--- config.mk ---
export PLATFORM = sky130hd
export DESIGN_NAME = sd64_prep
export DESIGN_NICKNAME = d
export VERILOG_FILES = /design/src/rtl/saturating_divide_64_by_32_macros.svh /design/src/rtl/sd64_pkg.sv /design/src/rtl/sd64_prep.sv
export SDC_FILE = /design/constraint.sdc
export NUM_CORES = 1
export LEC_CHECK = 0
export BUFFER_PORTS_ARGS = -buffer_cell sky130_fd_sc_hd__buf_2
export CORE_ASPECT_RATIO = 0.7
export CORE_UTILIZATION = 35
export DETAILED_ROUTE_END_ITERATION = 7
export MAX_ROUTING_LAYER = met4
export PLACE_DENSITY = 0.61
export SETUP_SLACK_MARGIN = 0.05
export SYNTH_ARGS = -nofsm -noshare
export SYNTH_HDL_FRONTEND = slang
export SYNTH_SLANG_ARGS = --single-unit
--- constraint.sdc ---
create_clock -name clk -period 5 [get_ports clk]
set_input_delay 0.25 -clock clk [delete_from_list [all_inputs] [get_ports clk]]
set_output_delay 0.25 -clock clk [all_outputs]
set_load 0.02 [all_outputs]
--- src/rtl/saturating_divide_64_by_32_macros.svh ---
// assertion macros for the saturating 64 by 32 divider
// used by the top level only, expects clk and rst_n in scope
`ifndef SATURATING_DIVIDE_64_BY_32_MACROS_SVH
`define SATURATING_DIVIDE_64_BY_32_MACROS_SVH

// same-cycle implication
`define SD64_ASSERT_IMP(label, ante, cons, msg) \
  label: assert property (@(posedge clk) disable iff (!rst_n) (ante) |-> (cons)) \
    else $error(msg);

// next-cycle implication
`define SD64_ASSERT_NXT(label, ante, cons, msg) \
  label: assert property (@(posedge clk) disable iff (!rst_n) (ante) |=> (cons)) \
    else $error(msg);

`endif

--- src/rtl/sd64_pkg.sv ---
// shared types and constants for the saturating 64 by 32 divider
// no dependencies
package sd64_pkg;

  localparam int unsigned NCELLS = 31;

  localparam logic [31:0] SAT_POS = 32'h7FFF_FFFF;
  localparam logic [31:0] SAT_NEG = 32'h8000_0000;

  typedef struct packed {
    logic valid;
    logic neg;
    logic sat;
    logic last;
  } sd64_ctl_t;

endpackage

--- src/rtl/sd64_prep.sv ---
// operand conditioning stage: magnitudes, result sign, overflow detect
// depends on sd64_pkg
module sd64_prep
  import sd64_pkg::*;
(
  input  logic                     clk,
  input  logic                     rst_n,
  input  logic                     accept_i,
  input  logic signed [63:0]       dividend_i,
  input  logic signed [31:0]       divisor_i,
  input  logic                     last_i,
  output sd64_ctl_t                ctl_o,
  output logic [31:0]              rem_o,
  output logic [NCELLS-1:0]        rq_o,
  output logic [31:0]              aden_o
);

  sd64_ctl_t         ctl_r, ctl_nxt;
  logic [31:0]       rem_r, rem_nxt;
  logic [NCELLS-1:0] rq_r, rq_nxt;
  logic [31:0]       aden_r, aden_nxt;
  logic [63:0]       anum;

  always_comb begin
    anum     = dividend_i[63] ? (~dividend_i + 64'd1) : dividend_i;
    aden_nxt = divisor_i[31] ? (~divisor_i + 32'd1) : divisor_i;
    // quotient fits 31 bits only if the upper dividend part is below the divisor
    ctl_nxt.valid = accept_i;
    ctl_nxt.neg   = dividend_i[63] ^ divisor_i[31];
    ctl_nxt.sat   = (aden_nxt == 32'd0) || (anum[63:31] >= {1'b0, aden_nxt});
    ctl_nxt.last  = last_i;
    rem_nxt       = anum[62:31];
    rq_nxt        = anum[NCELLS-1:0];
  end

  always_ff @(posedge clk) begin
    if (!rst_n) begin
      ctl_r <= '0;
    end else begin
      ctl_r <= ctl_nxt;
    end
  end

  always_ff @(posedge clk) begin
    rem_r  <= rem_nxt;
    rq_r   <= rq_nxt;
    aden_r <= aden_nxt;
  end

  assign ctl_o  = ctl_r;
  assign rem_o  = rem_r;
  assign rq_o   = rq_r;
  assign aden_o = aden_r;

endmodule

# Yosys cells after proc, flatten, opt, wreduce, memory -nomap -nowiden
# Index checks and enable logic that the tools add are counted.
# totals
word_cells	17
regBits	99
out_inout_bits	99
inputBits	100
# classes
n_reduce_logical	2
bitwise	3
muxes	2
magnitude_cmp	1
add_sub_neg	2
# ops
operator	n
$add 64x1->64 const B	1
$mux 64	1
$not 64->64	1
$ge 33x32->1	1
$add 32x1->32 const B	1
$logic_not 32->1	1
$mux 32	1
$not 32->32	1
$logic_or 1x1->1	1
$xor 1x1->1	1

# Depth between registers and ports, before layout
# logic_depth
depth_word	5
ltp_mapped	19
ltp_nobuf	17

# Worst setup path after synthesis
# OpenSTA, ideal clock, no wires.
# synth_path
kind	input to register
from	in dividend_i[18]
to	reg ctl_r (netlist bit ctl_o[1])
setup_ps	63
slack_ps	852
t_arrival_ps	4086
n_path_buf	1
cell_stages	15
path_cell_list	or4_4 or4_4 or4_4 or4_4 buf_6 o41ai_4 xnor2_1 ha_1 and4_1 nand4_1 nor4_1 o211ai_1 o211ai_1 o31ai_1 nand3_1
# synth_via
elab_chain_cells	5
# synth_rtl
item	line_no	source
from (decl)	sd64_prep.sv:9	input logic signed [63:0] dividend_i,
$not 64->64	sd64_prep.sv:25	anum = dividend_i[63] ? (~dividend_i + 64'd1) : dividend_i;
$add 64x1->64	sd64_prep.sv:25	
$mux 64	sd64_prep.sv:25	
net anum[59]	sd64_prep.sv:22	logic [63:0] anum;
$ge 33x32->1	sd64_prep.sv:30	ctl_nxt.sat = (aden_nxt == 32'd0) || (anum[63:31] >= {1'b0, aden_nxt});
$logic_or 1x1->1	sd64_prep.sv:30	
to (signal assigned)	sd64_prep.sv:40	ctl_r <= ctl_nxt;
to (decl)	sd64_prep.sv:18	sd64_ctl_t ctl_r, ctl_nxt;
# The timed path passes the listed nets, and every way through them passes these cells.
# A chain may end at the register's enable or synchronous reset.

# Worst setup path in the final report
# Ends and elaborated chain as after synthesis.

==> results.txt <==
post-route ant nets - 0
Max transition margin - 0.5432
Slowest-stage cell, CP - nor4_1
vias in the first global route - 4612
io pins - 199
worst path arrival time - 4680 ps
status - finished clean
flops & latches, synth - 99
final setup fails - 0
RSZ-0062 raised after global routing - false
top-count cell post-synth - dfxtp_1
CTS buffer count - 9
Power Density - 310.4 nW/um2
Reg clk slew, reported paths - 70 ps
mapped cell area - 5318 um2
postcts setup bufs - 0
Initial Utilization - 0.3601
Fill cells - 1488
initial antenna violation count - 0
fin. max-slew vios - 0
Place WS - 313.9 ps
Worst setup EP type - register
first-pass iteration count of the detailed router - 5
routed length per instance - 16.49 um
source of the critical timing path - dividend_i[18]
Yosys Warn Count - 0
Max stage delay on crit path - 630 ps
CP cell instances - buf_2 > or4_4 > or4_4 > nor4_1 > nand2b_1 > or3_1 > o21ai_0 > xnor2_1 > ha_1 > and4_1 > nand4_1 > nor4_1 > o211ai_1 > o211ai_1 > o31ai_1 > nand3_1
setup ws final - 606.6 ps
CP required - 5280 ps
RD Place Congestion - 0.8758
Die Wd - 149.3 um
Congestion Overflow GR - 0
die height - 105.1 um
worst-path maximum fanout - 7
Top FF cell, synth - dfxtp_1
Gates resized, CTS repair - 0
CTS tree - built
DR DRC count - 0
Critical Path Start Type - input port
fin nets - 908
Reg area - 1982 um2
synth top area cells - dfxtp_1 (37%), xnor2_1 (13%), ha_1 (8.0%)
area grow syn2layout - 27.53%
leakage power - 0.002948 uW
final hold vios - 0
Avg Inst Size Synth - 9.105 um2
maximum VDD drop - 0.0001584 V
Distinct cells, synth - 52
Iteration-0 DRC Markers - 441
Worst Setup Path Type - in2reg
clk sinks - 99
Tot GR Track Use - 0.2129
largest net degree at the start of global routing - 38
top post-synthesis cells by count - dfxtp_1 (99), xnor2_1 (76), inv_1 (44)
CTS H-tree depth - 3
Detail Placement HPWL - 12790 um
WL final - 16060 um
Tot Pwr - 2105 uW
Async S/R FF share, synth - 0
type of the worst min-delay path - in2reg
Synth top area share - 0.3727
# rows - 37
minimum clock period - 4393 ps
worst slew pin tran - 679.0 ps
DIE AREA - 15700 um2
DR vias - 5027
cell count after synthesis - 584
number of vias per cell - 5.161
layout cells sized above 1 - 0.2991
PortBufs - 198
Root Driver - clkbuf_16
ANT cells - 0
Max-cap violations - 0
Floorplan Core Area - 14770 um2
Hold Path Origin - dividend_i[0]
dominant cell type by area after synthesis - dfxtp_1
clk buf depth - 2
fmax - 227.6 MHz
period utilization - 0.8787
register area share after synthesis - 0.3727
Syn Nets - 718
setup TNS - 0 ps
CTS hold repair buffers - 0
number of enable flip-flop cells after synthesis - 0
first-pass GRT wire length - 24870 um
multi-input logic area - 3065 um2
worst max-delay path, delay by kind of cell:
family                   cells  cell delay, ps
AO/OA/AOI/OAI                4             640
buffers and inverters        1             120
adder cells (fa/ha/maj)      1             300
XOR/XNOR                     1             130
AND/OR/NAND/NOR              9            3230
layout make-up:
cell class | instances | share of cell area
sequential | 99 | 0.2923
timing repair buffer | 205 | 0.1539
inverter | 44 | 0.02435
multi-input combinational | 415 | 0.4520
clock inverter | 3 | 0.003137
clock buffer | 13 | 0.03838
tap | 195 | 0.03598
flip-flops by register name, summed over array words and instances, names as in the netlist:
name and flops:
aden_o 32, ctl_o 4, rem_o 32, rq_o 31
routing by layer:
| metal | track usage | vias to the layer above | wire, um |
|---|---|---|---|
| met5 | - | - | 0 |
| met4 | 0.04738 | 0 | 166 |
| met3 | 0.04541 | 13 | 1164 |
| met2 | 0.2940 | 207 | 6521 |
| met1 | 0.3112 | 2297 | 8208 |
| li1 | - | 2510 | - |
worst paths after layout:
kind	slack, ps	endpoint	depth (start not counted)
max	610	ctl_o[1]$_SDFF_PN0_	16
min	30	rq_o[0]$_DFF_P_	1
per-stage QoR:
stage / std cells / cell area [um2] / hold slack [ps] / util
CTS: 974 / 6782 / 15.65 / 0.4592
floorplan: 584 / 5318 / 277.7 / -
detailed placement: 958 / 6500 / 378.9 / 0.4401
finish: 974 / 6782 / 32.07 / 0.4592
global placement: 958 / 6500 / 374.0 / 0.4401
global route: 974 / 6782 / 9.963 / 0.4592
power breakdown:
group | leakage [uW] | internal, uW | switching (uW)
Combinational | 0.00198 | 205 | 339
Clock | 0.000136 | 366 | 300
Sequential | 0.000835 | 871 | 23.7
layout by cell type, fill, tap and decap left out, drive strengths merged, types with 15 or more instances in the layout:
master | netlist | routed
or4 | 27 | 27
buf | 2 | 205
o21ai | 37 | 37
o31ai | 23 | 23
dfxtp | 99 | 99
ha | 34 | 34
nand2 | 30 | 30
nor3 | 15 | 15
a21oi | 17 | 17
xnor2 | 76 | 76
or3 | 18 | 18
inv | 44 | 45
cell families after synthesis:
family / share of synthesized area
AND/OR/NAND/NOR: 0.1866
multiplexers: 0.004000
XOR/XNOR: 0.1416
buffers and inverters: 0.05082
flip-flops: 0.3727
adder cells (fa/ha/maj): 0.08000
AO/OA/AOI/OAI: 0.1642
No activity file was read; power rests on OpenSTA's default activity.
