[src/rtl/saturating_divide_64_by_32_macros.svh]
// assertion macros for the saturating 64 by 32 divider
// used by the top level only, expects clk and rst_n in scope
`ifndef SATURATING_DIVIDE_64_BY_32_MACROS_SVH
`define SATURATING_DIVIDE_64_BY_32_MACROS_SVH

// same-cycle implication
`define SD64_ASSERT_IMP(label, ante, cons, msg) \
  label: assert property (@(posedge clk) disable iff (!rst_n) (ante) |-> (cons)) \
    else $error(msg);

// next-cycle implication
`define SD64_ASSERT_NXT(label, ante, cons, msg) \
  label: assert property (@(posedge clk) disable iff (!rst_n) (ante) |=> (cons)) \
    else $error(msg);

`endif

[src/rtl/sd64_pkg.sv]
// shared types and constants for the saturating 64 by 32 divider
// no dependencies
package sd64_pkg;

  localparam int unsigned NCELLS = 31;

  localparam logic [31:0] SAT_POS = 32'h7FFF_FFFF;
  localparam logic [31:0] SAT_NEG = 32'h8000_0000;

  typedef struct packed {
    logic valid;
    logic neg;
    logic sat;
    logic last;
  } sd64_ctl_t;

endpackage

[src/rtl/sd64_cell.sv]
// one restoring division cell: retires one quotient bit per beat
// depends on sd64_pkg
module sd64_cell
  import sd64_pkg::*;
(
  input  logic                     clk,
  input  logic                     rst_n,
  input  sd64_ctl_t                ctl_i,
  input  logic [31:0]              rem_i,
  input  logic [NCELLS-1:0]        rq_i,
  input  logic [31:0]              aden_i,
  output sd64_ctl_t                ctl_o,
  output logic [31:0]              rem_o,
  output logic [NCELLS-1:0]        rq_o,
  output logic [31:0]              aden_o
);

  sd64_ctl_t         ctl_r;
  logic [31:0]       rem_r, rem_nxt;
  logic [NCELLS-1:0] rq_r, rq_nxt;
  logic [31:0]       aden_r;
  logic [32:0]       shifted;
  logic [33:0]       diff;
  logic              ge;

  // rq holds remaining dividend bits at the top, quotient bits enter at the bottom
  always_comb begin
    shifted = {rem_i, rq_i[NCELLS-1]};
    diff    = {1'b0, shifted} - {2'b00, aden_i};
    ge      = !diff[33];
    rem_nxt = ge ? diff[31:0] : shifted[31:0];
    rq_nxt  = {rq_i[NCELLS-2:0], ge};
  end

  always_ff @(posedge clk) begin
    if (!rst_n) begin
      ctl_r <= '0;
    end else begin
      ctl_r <= ctl_i;
    end
  end

  always_ff @(posedge clk) begin
    rem_r  <= rem_nxt;
    rq_r   <= rq_nxt;
    aden_r <= aden_i;
  end

  assign ctl_o  = ctl_r;
  assign rem_o  = rem_r;
  assign rq_o   = rq_r;
  assign aden_o = aden_r;

endmodule

[config.mk]
export PLATFORM = sky130hd
export DESIGN_NAME = sd64_cell
export DESIGN_NICKNAME = d
export VERILOG_FILES = /design/src/rtl/saturating_divide_64_by_32_macros.svh /design/src/rtl/sd64_pkg.sv /design/src/rtl/sd64_cell.sv
export SDC_FILE = /design/constraint.sdc
export NUM_CORES = 1
export LEC_CHECK = 0
export BUFFER_PORTS_ARGS = -buffer_cell sky130_fd_sc_hd__buf_2
export CAP_MARGIN = 20
export CORE_MARGIN = 5
export CORE_UTILIZATION = 30
export DETAILED_ROUTE_END_ITERATION = 8
export PLACE_DENSITY = 0.54
export RECOVER_POWER = 25
export SYNTH_ARGS = -nofsm -noshare
export SYNTH_HDL_FRONTEND = slang
export SYNTH_SLANG_ARGS = --single-unit
[constraint.sdc]
create_clock -name clk -period 4.09 [get_ports clk]
set_input_delay 1.227 -clock clk [delete_from_list [all_inputs] [get_ports clk]]
set_output_delay 1.227 -clock clk [all_outputs]
set_load 0.05 [all_outputs]
# --- Yosys cells after proc, flatten, opt, wreduce, memory -nomap -nowiden ---
# Index checks and enable logic that the tools add are counted.
word_totals:
  regBits: 99
  wordCells: 10
  output_inout_bits: 99
  in_bits: 101
op_classes:
  n_reduce_logical: 1
  addsub: 1
  n_mux: 1
op_table:
  columns: ["cell", "count"]
  rows:
  - ["$sub 33x32->34", 1]
  - ["$mux 32", 1]
  - ["$logic_not 1->1", 1]

# --- Depth between registers and ports, before layout ---
logic_depth:
  word_depth: 2
  depth_mapped: 12
  mapped_depth_nobuf: 12

# --- Least setup slack after synthesis ---
# No wires, ideal clock.
synth_path:
  path_type: "input to register"
  from: "in rq_i[30]"
  to: "reg rem_r[28], in the netlist rem_o[28]"
  setup_slack_ns: 0.342
  stages: 12
  t_required_ns: 3.969
  path_buffers: 0
  t_arrival_ns: 3.627
  setup_time_ns: 0.121
  cell_sequence: "inv_1 ha_1 inv_1 fa_1 a211oi_1 o211a_1 o31ai_1 o41a_1 a41oi_1 o21ai_0 a21boi_0 mux2_4"
synth_via:
  elab_chain_cells: 2
synth_rtl:
  columns: ["element", "line", "text"]
  rows:
  - ["start, declared", "sd64_cell.sv:10", "input logic [NCELLS-1:0] rq_i,"]
  - ["$sub 33x32->34", "sd64_cell.sv:29", "diff = {1'b0, shifted} - {2'b00, aden_i};"]
  - ["$mux 32", "sd64_cell.sv:31", "rem_nxt = ge ? diff[31:0] : shifted[31:0];"]
  - ["named net rem_nxt[28]", "sd64_cell.sv:19", "logic [31:0] rem_r, rem_nxt;"]
  - ["end signal, assigned", "sd64_cell.sv:44", "rem_r <= rem_nxt;"]
  - ["end, declared", "sd64_cell.sv:19", null]
# The timed path passes the listed nets, and every way through them passes these cells.
# A chain may end at the register's enable or synchronous reset.

# --- Final worst setup path ---
layout_path:
  from: "in rq_i[30]"
  to: "reg rem_r[30], in the netlist rem_o[30]"
# Same word-level chain as after synthesis.

==> metrics.md <==
| Metric | Value |
|---|---|
| Max Cap Violations | 0 |
| N_diodes | 0 |
| Number of synthesized register bits | 99 |
| Fill count | 1434 |
| Crit-path max cell delay | 430 ps |
| First-pass GRT wire length | 19.8 mm |
| Final min period | 3790 ps |
| Gr ovfl total | 0 |
| Die area | 17200 µm² |
| CTS Buf Count | 9 |
| Sink Count | 99 |
| Required time of the critical path | 4330 ps |
| Core area | 14500 µm² |
| Post-Place Setup Slack | -47.6 ps |
| Final HPWL DP | 10.4 mm |
| Drt wl/cell | 14.9 µm |
| Kind of cell adding the most delay to the critical path | compound AO/OA/AOI/OAI gates |
| Hold Path Class | in2reg |
| Post-synthesis cell area | 4410 µm² |
| Kind of critical path | in2reg |
| Crit start category | primary input |
| Crit-path cells | buf_2, inv_1, ha_1, inv_1, fa_1, a211oi_1, o211a_1, o31ai_1, buf_4, a21oi_1, o21ai_0, a311oi_1, nor3_1, mux2_4 |
| Post-CTS sizing | 0 |
| Final hold vios | 0 |
| CTS tree | done |
| Synthesized Nets | 558 |
| Yosys cell types | 53 |
| Initial antenna violation count | 0 |
| Worst Setup End Kind | flip-flop |
| Worst VDD drop | 0.217 mV |
| Post-route core utilization | 0.413 |
| CTS Hold Bufs | 0 |
| Top cell type's share of synthesized area | 0.449 |
| Worst-margin pin slew | 483 ps |
| Residual DRC count | 0 |
| Routed vias/inst | 4.62 |
| CP Max Fanout | 4 |
| Synth top area cells | dfxtp_1, ha_1, mux2_4 |
| Run status | finished clean |
| Root buffer cell | clkbuf_16 |
| Via count | 3833 |
| Initial drt markers | 147 |
| Synth area leader | dfxtp_1 |
| FFs w/ async S/R, synth | 0 |
| Clock transition at path regs | 80 ps |
| Max_slew headroom | 0.675 |
| Number of synthesized flops with an enable pin | 0 |
| RSZ-0062 raised after global routing | false |
| Syn_area_per_cell | 10.4 µm² |
| PnR worst setup slack | 299 ps |
| P_leak | 3.04 nW |
| Most used cell, CP | inv_1 |
| H-tree lvl count | 3 |
| Clock tree buffer depth | 2 |
| Gpl congestion | 0.885 |
| Post-CTS Setup Inserts | 0 |
| Final setup vio count | 0 |
| F_max | 264 MHz |
| Syn Inst Count | 424 |
| Tot GR Track Use | 0.141 |
| Yosys warns | 0 |
| Die Wd | 131 µm |
| Initial core utilization | 0.305 |
| CP max stage cell | fa_1 |
| Area Growth Syn to Fin | 35.6% |
| Max Transition Viols Final | 0 |
| Worst path bufs/invs | 4 |
| Fin crit share | 0.927 |
| Vias in the first global route | 3891 |
| Main flop type after synthesis | dfxtp_1 |
| PortBufs | 199 |
| Die span in y | 131 µm |
| Pwr dens | 493 nW/µm² |
| Wirelength, routed | 12.3 mm |
| Post-DRT Antenna Nets | 0 |
| Largest net degree at the start of global routing | 21 |
| WP data arrival | 4030 ps |
| Sequential-to-total area share from yosys stat | 0.449 |
| Fin nets | 774 |
| TritonRoute pass-1 iters | 4 |
| I/O Pins | 200 |
| Layout cells sized above 1 | 0.403 |
| Cell Rows | 44 |
[path summary, 6_finish.rpt]
| check | from | end | depth (start not counted) |
|---|---|---|---|
| worst max-delay path | rq_i[30] | rem_o[30] | 14 |
| worst min-delay path | rq_i[23] | rq_o[24] | 1 |
[final cells by class]
cell class	count	area [µm²]	share of cell area
Multi-Input combinational cell	276	2200	0.367
Sequential cell	99	1980	0.331
Timing Repair Buffer	213	1120	0.187
Tap cell	184	230	0.0385
Clock buffer	9	225	0.0376
Inverter	41	154	0.0257
Clock inverter	7	75.1	0.0125
[cells in the mapped netlist (all sizes together) (3+ instances only)]
cell type,instances
a211oi,5
o21a,6
or2,3
nand4,6
mux2,27
and3,6
o211ai,4
nor3,6
nor2,16
buf,8
a21oi,33
a31oi,4
mux2i,6
ha,32
xor2,7
nand2b,4
xnor2,17
a21o,7
o21bai,4
o31ai,5
nand2,23
nand3,5
inv,41
dfxtp,99
or3,3
o21ai,18
and2,5
nor2b,3
[registers in the layout, summed over array words and instances (netlist names)]
signal and count:
aden_o 32, ctl_o 4, rem_o 32, rq_o 31
[layer usage]
layer | wire length, µm | GRT usage | vias up
met2 | 5760 | 0.234 | 148
met3 | 1070 | 0.0593 | 13
met5 | 0 | 0 | -
met4 | 186 | 0.0491 | 0
met1 | 5330 | 0.165 | 1745
li1 | - | - | 1927
[power by group]
| group | leakage, nW | internal, mW | switching [mW] |
|---|---|---|---|
| combinational | 2.06 | 0.341 | 0.663 |
| clock | 0.145 | 0.437 | 0.415 |
| sequential | 0.835 | 1.07 | 0.0277 |
[stage by stage]
step | total power, mW | cells | instance area [µm²] | TNS, ps | hold slack (ps)
finish | 2.95 | 829 | 5990 | 0 | 969
global route | 3.11 | 829 | 5990 | 0 | 944
CTS | 3.01 | 829 | 5990 | 0 | 949
detailed placement | 2.13 | 813 | 5690 | -101 | 1330
global placement | 2.13 | 813 | 5690 | 0 | 1330
floorplan | 1.87 | 424 | 4410 | 0 | 1250
[placed cells by master, fill, tap and decap left out, types with 7 or more instances in the layout]
cell type	instances
buf_2	196
dfxtp_1	99
inv_1	41
a21oi_1	32
ha_1	32
mux2_4	25
nand2_1	23
o21ai_0	17
xnor2_1	17
nor2_1	16
buf_4	12
clkbuf_16	9
a21o_1	7
xor2_1	7
[cells by family (layout without fill, tap and decap cells)]
kind of cell	after synthesis	count (layout)	share of synthesized area
adder cells (fa/ha/maj)	33	33	0.0952
XOR/XNOR	24	24	0.0476
AO/OA/AOI/OAI	102	102	0.155
flip-flops	99	99	0.449
multiplexers	33	33	0.104
AND/OR/NAND/NOR	84	84	0.0961
buffers and inverters	49	270	0.0530
(Power assumes the default switching activity.)
